File: src/design/modular_combinatorics_engine_top_assert.svh
// Assertion macros for the engine's RTL, included by the multiplier
`ifndef MODULAR_COMBINATORICS_ENGINE_TOP_ASSERT_SVH
`define MODULAR_COMBINATORICS_ENGINE_TOP_ASSERT_SVH
`ifndef NO_ASSERTIONS
`define MCE_ASSERT(lbl, prop, msg) \
  lbl: assert property (@(posedge clk_i) disable iff (!rst_ni) (prop)) else $error(msg);
`define MCE_ASSERT_IMP(lbl, ante, cons, msg) \
  lbl: assert property (@(posedge clk_i) disable iff (!rst_ni) (ante) |-> (cons)) else $error(msg);
`else
`define MCE_ASSERT(lbl, prop, msg)
`define MCE_ASSERT_IMP(lbl, ante, cons, msg)
`endif
`endif

File: src/design/mce_pkg.sv
// Shared types, constants and modular helpers of the combinatorics engine
package mce_pkg;

  localparam int unsigned DEF_TABLE_SIZE = 1024;
  localparam int unsigned VW = 30;
  localparam int unsigned NW = 63;
  localparam int unsigned KW = 10;
  localparam int unsigned CW = 3;

  localparam logic [VW-1:0] PRIME    = 30'd1000000007;
  localparam logic [NW-1:0] PRIME_M2 = 63'd1000000005;

  typedef enum logic [CW-1:0] {
    CMD_C     = 3'd0,
    CMD_P     = 3'd1,
    CMD_H     = 3'd2,
    CMD_LCOMB = 3'd3,
    CMD_SURJ  = 3'd4,
    CMD_BELL  = 3'd5
  } cmd_e;

  typedef enum logic [4:0] {
    OP_NOP, OP_ARGS, OP_LOAD, OP_MUL, OP_ADD, OP_SUB, OP_REDUCE, OP_READ,
    OP_WR_FACT, OP_WR_FINV, OP_I_ZERO, OP_I_TOP, OP_I_M, OP_I_INC, OP_I_DEC,
    OP_E_N, OP_E_PM2, OP_E_SHR
  } dp_op_e;

  typedef enum logic [2:0] {
    R_ACC, R_TMP, R_BASE, R_POW, R_DEN, R_PREF
  } reg_e;

  typedef enum logic [3:0] {
    S_ACC, S_TMP, S_BASE, S_POW, S_DEN, S_PREF, S_ZERO, S_ONE,
    S_FACT, S_FINV, S_I, S_IP1, S_NMI, S_KMI
  } src_e;

  typedef enum logic [2:0] {
    A_I, A_N, A_NMK, A_K, A_A, A_AMK, A_KMI, A_J
  } addr_e;

  typedef struct packed {
    dp_op_e op;
    reg_e   dst;
    src_e   sa;
    src_e   sb;
    addr_e  addr;
  } dp_cmd_t;

  typedef struct packed {
    logic mul_busy;
    logic n_lt_k;
    logic n_big;
    logic n_zero;
    logic k_zero;
    logic a_big;
    logic k_big;
    logic m_big;
    logic i_zero;
    logic i_eq_k;
    logic i_eq_ts;
    logic i_odd;
    logic j_zero;
    logic j_odd;
    logic e_zero;
    logic e_odd;
  } dp_stat_t;

  function automatic logic [VW-1:0] add_mod(input logic [VW-1:0] a, input logic [VW-1:0] b);
    logic [VW:0] s;
    logic [VW:0] r;
    s = {1'b0, a} + {1'b0, b};
    r = (s >= {1'b0, PRIME}) ? s - {1'b0, PRIME} : s;
    return r[VW-1:0];
  endfunction

  function automatic logic [VW-1:0] sub_mod(input logic [VW-1:0] a, input logic [VW-1:0] b);
    logic [VW:0] r;
    r = (a >= b) ? {1'b0, a} - {1'b0, b} : {1'b0, a} + {1'b0, PRIME} - {1'b0, b};
    return r[VW-1:0];
  endfunction

endpackage

File: src/design/mce_ctrl.sv
// Controller: sequences table build, Fermat powers and per-command loops
module mce_ctrl (
  input  logic                   clk_i,
  input  logic                   rst_ni,
  input  logic                   in_valid_i,
  output logic                   in_ready_o,
  input  logic [mce_pkg::CW-1:0] in_cmd_i,
  output logic                   out_valid_o,
  input  logic                   out_ready_i,
  output logic                   status_o,
  output mce_pkg::dp_cmd_t       dp_cmd_o,
  input  mce_pkg::dp_stat_t      stat_i
);

  typedef enum logic [6:0] {
    ST_IDLE, ST_WAIT, ST_DISP, ST_ZERO, ST_ONE, ST_OUT,
    ST_PW0, ST_POW, ST_POW_SQ, ST_POW_SH,
    ST_B0, ST_B1, ST_BFW, ST_BFI, ST_BFC, ST_BP0, ST_BP1,
    ST_BV0, ST_BV1, ST_BVW, ST_BVC, ST_BVD,
    ST_C0, ST_C1, ST_C2, ST_C3, ST_C4, ST_C5,
    ST_L0, ST_L1, ST_L2, ST_L3, ST_L4, ST_L5, ST_L6, ST_L7, ST_L8, ST_L9,
    ST_S0, ST_S1, ST_S2, ST_S3, ST_S4, ST_S5, ST_S6, ST_S7, ST_S8, ST_S9,
    ST_S10, ST_S11, ST_S12,
    ST_T0, ST_T1, ST_T2, ST_T3, ST_T4, ST_T5, ST_T6, ST_T7, ST_T8, ST_T9,
    ST_T10, ST_T11, ST_T12
  } state_e;

  state_e             state_q, state_d, ret_q, ret_d, pret_q, pret_d;
  mce_pkg::cmd_e      cmd_q, cmd_d;
  logic               tbl_rdy_q, tbl_rdy_d;
  logic               st_q, st_d;
  mce_pkg::dp_cmd_t   c;

  always_comb begin
    state_d   = state_q;
    ret_d     = ret_q;
    pret_d    = pret_q;
    cmd_d     = cmd_q;
    tbl_rdy_d = tbl_rdy_q;
    st_d      = st_q;
    c         = '{op: mce_pkg::OP_NOP, dst: mce_pkg::R_ACC, sa: mce_pkg::S_ZERO,
                  sb: mce_pkg::S_ZERO, addr: mce_pkg::A_I};
    unique case (state_q)
      ST_IDLE: begin
        if (in_valid_i) begin
          c.op    = mce_pkg::OP_ARGS;
          cmd_d   = mce_pkg::cmd_e'(in_cmd_i);
          st_d    = 1'b0;
          state_d = tbl_rdy_q ? ST_DISP : ST_B0;
        end
      end
      ST_WAIT: begin
        if (!stat_i.mul_busy) state_d = ret_q;
      end
      ST_DISP: begin
        case (cmd_q)
          mce_pkg::CMD_C, mce_pkg::CMD_P: begin
            if (stat_i.n_lt_k) state_d = ST_ZERO;
            else if (stat_i.n_big) begin
              st_d    = 1'b1;
              state_d = ST_ZERO;
            end else state_d = ST_C0;
          end
          mce_pkg::CMD_H: begin
            if (stat_i.n_zero && stat_i.k_zero) state_d = ST_ONE;
            else if (stat_i.n_zero) state_d = ST_ZERO;
            else if (stat_i.a_big) begin
              st_d    = 1'b1;
              state_d = ST_ZERO;
            end else state_d = ST_C0;
          end
          mce_pkg::CMD_LCOMB: state_d = stat_i.n_lt_k ? ST_ZERO : ST_L0;
          mce_pkg::CMD_SURJ: begin
            if (stat_i.k_big) begin
              st_d    = 1'b1;
              state_d = ST_ZERO;
            end else state_d = ST_S0;
          end
          mce_pkg::CMD_BELL: begin
            if (stat_i.n_zero) state_d = ST_ONE;
            else if (stat_i.m_big) begin
              st_d    = 1'b1;
              state_d = ST_ZERO;
            end else state_d = ST_T0;
          end
          default: state_d = ST_ZERO;
        endcase
      end
      ST_ZERO: begin
        c.op = mce_pkg::OP_LOAD; c.dst = mce_pkg::R_ACC; c.sa = mce_pkg::S_ZERO;
        state_d = ST_OUT;
      end
      ST_ONE: begin
        c.op = mce_pkg::OP_LOAD; c.dst = mce_pkg::R_ACC; c.sa = mce_pkg::S_ONE;
        state_d = ST_OUT;
      end
      ST_OUT: begin
        if (out_ready_i) state_d = ST_IDLE;
      end
      // square-and-multiply: POW = BASE ^ e, then back to pret
      ST_PW0: begin
        c.op = mce_pkg::OP_LOAD; c.dst = mce_pkg::R_POW; c.sa = mce_pkg::S_ONE;
        state_d = ST_POW;
      end
      ST_POW: begin
        if (stat_i.e_zero) state_d = pret_q;
        else if (stat_i.e_odd) begin
          c.op = mce_pkg::OP_MUL; c.dst = mce_pkg::R_POW;
          c.sa = mce_pkg::S_POW; c.sb = mce_pkg::S_BASE;
          ret_d = ST_POW_SQ; state_d = ST_WAIT;
        end else state_d = ST_POW_SQ;
      end
      ST_POW_SQ: begin
        c.op = mce_pkg::OP_MUL; c.dst = mce_pkg::R_BASE;
        c.sa = mce_pkg::S_BASE; c.sb = mce_pkg::S_BASE;
        ret_d = ST_POW_SH; state_d = ST_WAIT;
      end
      ST_POW_SH: begin
        c.op = mce_pkg::OP_E_SHR;
        state_d = ST_POW;
      end
      // table build, factorials upward then inverses downward
      ST_B0: begin
        c.op = mce_pkg::OP_LOAD; c.dst = mce_pkg::R_TMP; c.sa = mce_pkg::S_ONE;
        state_d = ST_B1;
      end
      ST_B1: begin
        c.op = mce_pkg::OP_I_ZERO;
        state_d = ST_BFW;
      end
      ST_BFW: begin
        c.op = mce_pkg::OP_WR_FACT; c.sa = mce_pkg::S_TMP;
        state_d = ST_BFI;
      end
      ST_BFI: begin
        c.op = mce_pkg::OP_I_INC;
        state_d = ST_BFC;
      end
      ST_BFC: begin
        if (stat_i.i_eq_ts) state_d = ST_BP0;
        else begin
          c.op = mce_pkg::OP_MUL; c.dst = mce_pkg::R_TMP;
          c.sa = mce_pkg::S_TMP; c.sb = mce_pkg::S_I;
          ret_d = ST_BFW; state_d = ST_WAIT;
        end
      end
      ST_BP0: begin
        c.op = mce_pkg::OP_LOAD; c.dst = mce_pkg::R_BASE; c.sa = mce_pkg::S_TMP;
        state_d = ST_BP1;
      end
      ST_BP1: begin
        c.op = mce_pkg::OP_E_PM2;
        pret_d = ST_BV0; state_d = ST_PW0;
      end
      ST_BV0: begin
        c.op = mce_pkg::OP_LOAD; c.dst = mce_pkg::R_TMP; c.sa = mce_pkg::S_POW;
        state_d = ST_BV1;
      end
      ST_BV1: begin
        c.op = mce_pkg::OP_I_TOP;
        state_d = ST_BVW;
      end
      ST_BVW: begin
        c.op = mce_pkg::OP_WR_FINV; c.sa = mce_pkg::S_TMP;
        state_d = ST_BVC;
      end
      ST_BVC: begin
        if (stat_i.i_zero) begin
          tbl_rdy_d = 1'b1;
          state_d   = ST_DISP;
        end else begin
          c.op = mce_pkg::OP_MUL; c.dst = mce_pkg::R_TMP;
          c.sa = mce_pkg::S_TMP; c.sb = mce_pkg::S_I;
          ret_d = ST_BVD; state_d = ST_WAIT;
        end
      end
      ST_BVD: begin
        c.op = mce_pkg::OP_I_DEC;
        state_d = ST_BVW;
      end
      // C, P and H from the tables
      ST_C0: begin
        c.op = mce_pkg::OP_READ;
        c.addr = (cmd_q == mce_pkg::CMD_H) ? mce_pkg::A_A : mce_pkg::A_N;
        state_d = ST_C1;
      end
      ST_C1: begin
        c.op = mce_pkg::OP_LOAD; c.dst = mce_pkg::R_ACC; c.sa = mce_pkg::S_FACT;
        state_d = ST_C2;
      end
      ST_C2: begin
        c.op = mce_pkg::OP_READ;
        c.addr = (cmd_q == mce_pkg::CMD_H) ? mce_pkg::A_AMK : mce_pkg::A_NMK;
        state_d = ST_C3;
      end
      ST_C3: begin
        c.op = mce_pkg::OP_MUL; c.dst = mce_pkg::R_ACC;
        c.sa = mce_pkg::S_ACC; c.sb = mce_pkg::S_FINV;
        ret_d = ST_C4; state_d = ST_WAIT;
      end
      ST_C4: begin
        if (cmd_q == mce_pkg::CMD_P) state_d = ST_OUT;
        else begin
          c.op = mce_pkg::OP_READ; c.addr = mce_pkg::A_K;
          state_d = ST_C5;
        end
      end
      ST_C5: begin
        c.op = mce_pkg::OP_MUL; c.dst = mce_pkg::R_ACC;
        c.sa = mce_pkg::S_ACC; c.sb = mce_pkg::S_FINV;
        ret_d = ST_OUT; state_d = ST_WAIT;
      end
      // large-n comb: running products, then one inverse
      ST_L0: begin
        c.op = mce_pkg::OP_REDUCE;
        ret_d = ST_L1; state_d = ST_WAIT;
      end
      ST_L1: begin
        c.op = mce_pkg::OP_LOAD; c.dst = mce_pkg::R_ACC; c.sa = mce_pkg::S_ONE;
        state_d = ST_L2;
      end
      ST_L2: begin
        c.op = mce_pkg::OP_LOAD; c.dst = mce_pkg::R_DEN; c.sa = mce_pkg::S_ONE;
        state_d = ST_L3;
      end
      ST_L3: begin
        c.op = mce_pkg::OP_I_ZERO;
        state_d = ST_L4;
      end
      ST_L4: begin
        if (stat_i.i_eq_k) state_d = ST_L7;
        else begin
          c.op = mce_pkg::OP_MUL; c.dst = mce_pkg::R_ACC;
          c.sa = mce_pkg::S_ACC; c.sb = mce_pkg::S_NMI;
          ret_d = ST_L5; state_d = ST_WAIT;
        end
      end
      ST_L5: begin
        c.op = mce_pkg::OP_MUL; c.dst = mce_pkg::R_DEN;
        c.sa = mce_pkg::S_DEN; c.sb = mce_pkg::S_IP1;
        ret_d = ST_L6; state_d = ST_WAIT;
      end
      ST_L6: begin
        c.op = mce_pkg::OP_I_INC;
        state_d = ST_L4;
      end
      ST_L7: begin
        c.op = mce_pkg::OP_LOAD; c.dst = mce_pkg::R_BASE; c.sa = mce_pkg::S_DEN;
        state_d = ST_L8;
      end
      ST_L8: begin
        c.op = mce_pkg::OP_E_PM2;
        pret_d = ST_L9; state_d = ST_PW0;
      end
      ST_L9: begin
        c.op = mce_pkg::OP_MUL; c.dst = mce_pkg::R_ACC;
        c.sa = mce_pkg::S_ACC; c.sb = mce_pkg::S_POW;
        ret_d = ST_OUT; state_d = ST_WAIT;
      end
      // surjection sum, i counting up to k
      ST_S0: begin
        c.op = mce_pkg::OP_LOAD; c.dst = mce_pkg::R_ACC; c.sa = mce_pkg::S_ZERO;
        state_d = ST_S1;
      end
      ST_S1: begin
        c.op = mce_pkg::OP_I_ZERO;
        state_d = ST_S2;
      end
      ST_S2: begin
        c.op = mce_pkg::OP_READ; c.addr = mce_pkg::A_K;
        state_d = ST_S3;
      end
      ST_S3: begin
        c.op = mce_pkg::OP_LOAD; c.dst = mce_pkg::R_TMP; c.sa = mce_pkg::S_FACT;
        state_d = ST_S4;
      end
      ST_S4: begin
        c.op = mce_pkg::OP_READ; c.addr = mce_pkg::A_KMI;
        state_d = ST_S5;
      end
      ST_S5: begin
        c.op = mce_pkg::OP_MUL; c.dst = mce_pkg::R_TMP;
        c.sa = mce_pkg::S_TMP; c.sb = mce_pkg::S_FINV;
        ret_d = ST_S6; state_d = ST_WAIT;
      end
      ST_S6: begin
        c.op = mce_pkg::OP_READ; c.addr = mce_pkg::A_I;
        state_d = ST_S7;
      end
      ST_S7: begin
        c.op = mce_pkg::OP_MUL; c.dst = mce_pkg::R_TMP;
        c.sa = mce_pkg::S_TMP; c.sb = mce_pkg::S_FINV;
        ret_d = ST_S8; state_d = ST_WAIT;
      end
      ST_S8: begin
        c.op = mce_pkg::OP_LOAD; c.dst = mce_pkg::R_BASE; c.sa = mce_pkg::S_KMI;
        state_d = ST_S9;
      end
      ST_S9: begin
        c.op = mce_pkg::OP_E_N;
        pret_d = ST_S10; state_d = ST_PW0;
      end
      ST_S10: begin
        c.op = mce_pkg::OP_MUL; c.dst = mce_pkg::R_TMP;
        c.sa = mce_pkg::S_TMP; c.sb = mce_pkg::S_POW;
        ret_d = ST_S11; state_d = ST_WAIT;
      end
      ST_S11: begin
        c.op = stat_i.i_odd ? mce_pkg::OP_SUB : mce_pkg::OP_ADD;
        c.dst = mce_pkg::R_ACC; c.sa = mce_pkg::S_ACC; c.sb = mce_pkg::S_TMP;
        state_d = ST_S12;
      end
      ST_S12: begin
        if (stat_i.i_eq_k) state_d = ST_OUT;
        else begin
          c.op = mce_pkg::OP_I_INC;
          state_d = ST_S2;
        end
      end
      // Bell sum, i walking down from m so the prefix grows a term a step
      ST_T0: begin
        c.op = mce_pkg::OP_LOAD; c.dst = mce_pkg::R_ACC; c.sa = mce_pkg::S_ZERO;
        state_d = ST_T1;
      end
      ST_T1: begin
        c.op = mce_pkg::OP_LOAD; c.dst = mce_pkg::R_PREF; c.sa = mce_pkg::S_ONE;
        state_d = ST_T2;
      end
      ST_T2: begin
        c.op = mce_pkg::OP_I_M;
        state_d = ST_T3;
      end
      ST_T3: begin
        if (stat_i.i_zero) state_d = ST_OUT;
        else if (stat_i.j_zero) state_d = ST_T5;
        else begin
          c.op = mce_pkg::OP_READ; c.addr = mce_pkg::A_J;
          state_d = ST_T4;
        end
      end
      ST_T4: begin
        c.op = stat_i.j_odd ? mce_pkg::OP_SUB : mce_pkg::OP_ADD;
        c.dst = mce_pkg::R_PREF; c.sa = mce_pkg::S_PREF; c.sb = mce_pkg::S_FINV;
        state_d = ST_T5;
      end
      ST_T5: begin
        c.op = mce_pkg::OP_LOAD; c.dst = mce_pkg::R_BASE; c.sa = mce_pkg::S_I;
        state_d = ST_T6;
      end
      ST_T6: begin
        c.op = mce_pkg::OP_E_N;
        pret_d = ST_T7; state_d = ST_PW0;
      end
      ST_T7: begin
        c.op = mce_pkg::OP_LOAD; c.dst = mce_pkg::R_TMP; c.sa = mce_pkg::S_POW;
        state_d = ST_T8;
      end
      ST_T8: begin
        c.op = mce_pkg::OP_READ; c.addr = mce_pkg::A_I;
        state_d = ST_T9;
      end
      ST_T9: begin
        c.op = mce_pkg::OP_MUL; c.dst = mce_pkg::R_TMP;
        c.sa = mce_pkg::S_TMP; c.sb = mce_pkg::S_FINV;
        ret_d = ST_T10; state_d = ST_WAIT;
      end
      ST_T10: begin
        c.op = mce_pkg::OP_MUL; c.dst = mce_pkg::R_TMP;
        c.sa = mce_pkg::S_TMP; c.sb = mce_pkg::S_PREF;
        ret_d = ST_T11; state_d = ST_WAIT;
      end
      ST_T11: begin
        c.op = mce_pkg::OP_ADD; c.dst = mce_pkg::R_ACC;
        c.sa = mce_pkg::S_ACC; c.sb = mce_pkg::S_TMP;
        state_d = ST_T12;
      end
      ST_T12: begin
        c.op = mce_pkg::OP_I_DEC;
        state_d = ST_T3;
      end
      default: state_d = ST_IDLE;
    endcase
  end

  always_ff @(posedge clk_i or negedge rst_ni) begin
    if (!rst_ni) begin
      state_q   <= ST_IDLE;
      ret_q     <= ST_IDLE;
      pret_q    <= ST_IDLE;
      cmd_q     <= mce_pkg::CMD_C;
      tbl_rdy_q <= 1'b0;
      st_q      <= 1'b0;
    end else begin
      state_q   <= state_d;
      ret_q     <= ret_d;
      pret_q    <= pret_d;
      cmd_q     <= cmd_d;
      tbl_rdy_q <= tbl_rdy_d;
      st_q      <= st_d;
    end
  end

  assign dp_cmd_o    = c;
  assign in_ready_o  = (state_q == ST_IDLE);
  assign out_valid_o = (state_q == ST_OUT);
  assign status_o    = st_q;

endmodule

File: config.mk
export PLATFORM = sky130hd
export DESIGN_NAME = mce_ctrl
export DESIGN_NICKNAME = d
export VERILOG_FILES = /design/src/design/modular_combinatorics_engine_top_assert.svh /design/src/design/mce_pkg.sv /design/src/design/mce_ctrl.sv
export SDC_FILE = /design/constraint.sdc
export NUM_CORES = 1
export LEC_CHECK = 0
export BUFFER_PORTS_ARGS = -buffer_cell sky130_fd_sc_hd__buf_2
export CORE_MARGIN = 1
export CORE_UTILIZATION = 52
export CTS_CLUSTER_DIAMETER = 30
export DETAILED_ROUTE_END_ITERATION = 8
export PLACE_DENSITY = 0.7
export SYNTH_ARGS = -nofsm -noshare
export SYNTH_HDL_FRONTEND = slang
export SYNTH_SLANG_ARGS = --single-unit
export TNS_END_PERCENT = 30
File: constraint.sdc
create_clock -name clk_i -period 2.2 [get_ports clk_i]
set_clock_uncertainty 0.05 [all_clocks]
set_input_delay 0.11 -clock clk_i [delete_from_list [all_inputs] [get_ports clk_i]]
set_output_delay 0.11 -clock clk_i [all_outputs]
set_load 0.01 [all_outputs]
Word-level counts from Yosys, hierarchy flattened
Index checks and enable logic that the tools add are counted.

word-level totals
  register bits = 26
  input port bits = 23
  word-level logic and storage cells = 196

cells by class
  eq/ne operators = 85
  multiplexer cells = 64
  reductions and logical operators = 41

operator list
  cell                                                                   count
  7-bit case mux with 46 select lines                                    1
  7-bit by 6-bit equality test with 1-bit output, second input constant  32
  5-bit case mux with 25 select lines                                    1
  7-bit by 5-bit equality test with 1-bit output, second input constant  16
  7-bit case mux with 14 select lines                                    1
  7-bit 2-to-1 mux                                                       11
  13-bit 2-to-1 mux                                                      5
  7-bit by 4-bit equality test with 1-bit output, second input constant  8
  4-bit case mux with 14 select lines                                    1
  4-bit case mux with 10 select lines                                    1
  2-bit OR reduction                                                     18
  5-bit 2-to-1 mux                                                       7
  7-bit case mux with 5 select lines                                     1
  7-bit by 3-bit equality test with 1-bit output, second input constant  4
  7-bit case mux with 4 select lines                                     1
  3-bit case mux with 9 select lines                                     1
  6-bit 2-to-1 mux                                                       4
  3-bit inequality test, second input constant                           8
  3-bit 2-to-1 mux                                                       7
  4-bit 2-to-1 mux                                                       5
  3-bit case mux with 6 select lines                                     1
  6-bit OR reduction                                                     3
  17-bit OR reduction                                                    1
  7-bit by 2-bit equality test with 1-bit output, second input constant  2
  other kinds (28)                                                       50

Longest topological paths before layout
  word-level depth = 5
  depth in mapped cells = 9

Worst setup path before layout
Ideal clock, no wire load.

  kind = reg2out
  from = reg state_q[0]
  to = out dp_cmd_o[9] (netlist name)
  data arrival time = 1.747 ns
  required time = 2.040 ns
  path slack = 0.293 ns
  cell stages (with the launch flop) = 7
  buffers on the path = 1
  cell sequence = dfrtp_1 -> buf_4 -> nor2b_2 -> mux2_2 -> a221o_1 -> a221o_1 -> or4b_1

RTL lines
  what                      RTL line         source
  start: declaration        mce_ctrl.sv:28   state_e state_q, state_d, ret_q, ret_d, pret_q, pret_d;
  start signal: assignment  mce_ctrl.sv:394  state_q <= state_d;
  end: declaration          mce_ctrl.sv:11   output mce_pkg::dp_cmd_t dp_cmd_o,

==> impl_metrics.yaml <==
status:
  status: "finished, violations left"
  violations: "negative setup slack"
floorplan:
  rows: 31
  core-area_sq_um: 7253
  fp.dieH_microns: 88.77
  die_area_sq_um: 7880
  die_w_microns: 88.77
  initial_core_util_pct: 53.98
  ioPinCount: 45
pwr:
  leakagePower_nw: 2.306
  ir_worst_vdd_mv: 0.7100
  powerDensity_nw_per_um2: 1386
critical_path:
  critical_path_class: "reg2out"
  cp_cell_sequence: "buf_4 > buf_4 > nor2b_2 > nor3_1 > o21ai_1 > a21oi_1 > or4b_1 > buf_2"
  crit_slowest_cell: "dfrtp_2"
  endpoint_kind: "primary output"
  crit_fanout: 6
  start_kind: "flop"
  path_common_cell: "buf_4"
  rr_worst_depth: 7
  worstPathRequired_ns: 2.04
  critPathMaxStageDelay_ns: 0.47
  arrival_ns: 2.30
  worst-r2r-setup-slack_ns: -0.05
synth:
  yosysSeqAreaShare_pct: 14.06
  synth_top_flop_cell: "dfrtp_1"
  synth.most_common_cell: "nand2_1"
  synthTopCellsByCount: "nand2_1, a21oi_1, o21ai_0, nor2_1, buf_2"
  synth_enable_flop_cells: 0
  ys_async_sr_fraction_pct: 100.0
  ys_seq_elements: 22
  synth_area_leaders: "dfrtp_1, a21oi_1, o21ai_0"
  yosysWarnings: 0
  yosysTopAreaCell: "dfrtp_1"
  synth_nets: 577
  syn-instance-count: 554
  avgSynthCellArea_sq_um: 7.067
  synthDominantCellAreaShare_pct: 14.06
  synth_area_sq_um: 3915
  synth.distinct_cells: 84
drt:
  drt-initial-drc-count: 1131
  via_per_inst: 7.557
  wl_per_cell_microns: 26.18
  vias: 5940
  detail_route.first_pass.iterations: 7
  drt.antenna.violating_nets: 0
  wl_microns: 20580
  drc: 0
global_route:
  grt_busiest_layer: "met2"
  grtUsageMet2_pct: 75.59
  grt_pass1_wl_microns: 29080
  grt_use_met3_pct: 17.26
  grt_pass1_vias: 5130
  grtUsageMet1_pct: 63.47
  grt_max_degree: 47
  grt_overflow: 0
  grt_usage_pct: 50.68
  antenna_found_initial: 0
clock_network:
  clk_latency_ns: 0.27
  numCtsBuffers: 3
  ctsLongestPathBuffers: 2
  htree_levels: 1
  cts_tree: "done"
  root_buffer: "clkbuf_8"
  cts.clk_slew.worst_paths_ns: 0.08
  clock-sinks: 22
placement:
  post_dp_cell_area_sq_um: 4875
  place_inst: 754
  numPortBuffers: 44
  gp_congestion: 1.116
  place_hpwl_microns: 14380
  post-place-ws_ns: -0.08833
sta:
  final.setup.worst_slack_ns: -0.2554
  max_freq_mhz: 407.3
  period_needed_ns: 2.455
  worst_slew_pin_slew_ns: 0.5655
  finalCritPeriodShare_pct: 111.6
  setup_violations: 20
  slew_headroom_pct: 62.30
  hold_violations: 0
  final_max_slew_viol_count: 0
  rsz0062_at_grt: "true"
worst_hold_path:
  hp-class: "in2reg"
  whs_path_depth: 2
final_layout:
  nets: 711
  diodes: 0
  layout.cells.non_filler: 786
  finalInstanceArea_sq_um: 5562
  final_core_util_pct: 76.68
  drive_gt1_share_pct: 39.01
  area_growth_syn_to_layout_pct: 42.06
job:
  drv_cap: 0
placed cells by master, fill, tap and decap left out, types with 13 or more instances in the layout:
| master | n |
|---|---|
| buf_4 | 123 |
| dfrtp_1 | 16 |
| o22ai_1 | 16 |
| nand3_1 | 18 |
| buf_2 | 44 |
| nand2b_1 | 14 |
| nor2b_1 | 14 |
| nand2_1 | 50 |
| o211ai_1 | 13 |
| nor2_1 | 32 |
| a21oi_1 | 40 |
| o21ai_0 | 37 |
worst max-delay path: cells and delay by family (launching register included):
kind | cells | cell delay [ns]
AOI/OAI and AO/OA | 2 | 0.28
buffers and inverters | 3 | 0.47
DFF | 1 | 0.47
and+or+nand+nor | 3 | 0.79
area by class of cell:
class | count | area, sq um
clock buffers | 3 | 41.29
clock inverters | 1 | 30.03
fillers | 561 | 1692
inverters | 13 | 48.80
multi-input cells | 457 | 3207
flip-flops and latches | 22 | 558.0
well taps | 99 | 123.9
repair buffers | 191 | 1553
report_power, final:
group	total, W	switching [W]	internal, W
Clock	0.000389	0.000145	0.000244
Combinational	0.00662	0.00376	0.00286
Sequential	0.000695	0.000149	0.000546
Total	0.00771	0.00405	0.00365
per-layer routing:
layer	wire (microns)	up-vias	part of all wire (%)
met2	8335	655	41
li1	-	2396	-
met3	3158	200	15
met1	7257	2689	35
met5	0	-	0
met4	1822	0	8.9
registers in the layout, summed over array words and instances (netlist names):
| register | flops |
|---|---|
| pret_q | 5 |
| status_o | 1 |
| state_q | 6 |
| tbl_rdy_q | 1 |
| cmd_q | 3 |
| ret_q | 6 |
path summary, 6_finish.rpt:
| path | from | end |
|---|---|---|
| max | state_q[0]$_DFFE_PN0P_ | dp_cmd_o[9] |
| min | in_cmd_i[2] | cmd_q[2]$_DFFE_PN0P_ |
| max reg2reg | state_q[1]$_DFFE_PN0P_ | ret_q[1]$_DFFE_PN0P_ |
| min reg2reg | tbl_rdy_q$_DFFE_PN0P_ | tbl_rdy_q$_DFFE_PN0P_ |
| max in group asynchronous | rst_ni | state_q[2]$_DFFE_PN0P_ |
| min in group asynchronous | rst_ni | cmd_q[0]$_DFFE_PN0P_ |
through the flow:
| stage | power, W | hold WS, ns | TNS, ns |
|---|---|---|---|
| after global routing | 0.007876 | 0.02640 | -2.768 |
| after CTS | 0.006897 | 0.02287 | -1.385 |
| after global placement | 0.006073 | 0.04204 | -0.2082 |
| after floorplan | 0.003936 | -0.2356 | 0 |
| after detailed placement | 0.006104 | 0.04994 | -0.1235 |
| final | 0.007706 | 0.01943 | -2.277 |
timing repair:
item / CTS / global route
endpoints found under the hold margin: 22 / 0
setup endpoints to repair: 18 / 27
gates resized for setup: 31 / 48
hold buffers: 1 / 0
gates cloned: 2 / 2
buffers inserted: 12 / 11
pin swaps: 7 / 20
cell families (layout without fill, tap and decap cells):
logic type	count (synthesis)	after routing	share of synthesized area [%]
AOI/OAI and AO/OA	222	222	39.53
and+or+nand+nor	214	214	30.36
xor gates and xnor gates	5	5	1.119
buffers and inverters	75	208	10.67
DFF	22	22	14.06
muxes	16	16	4.251
(Power assumes the default switching activity.)
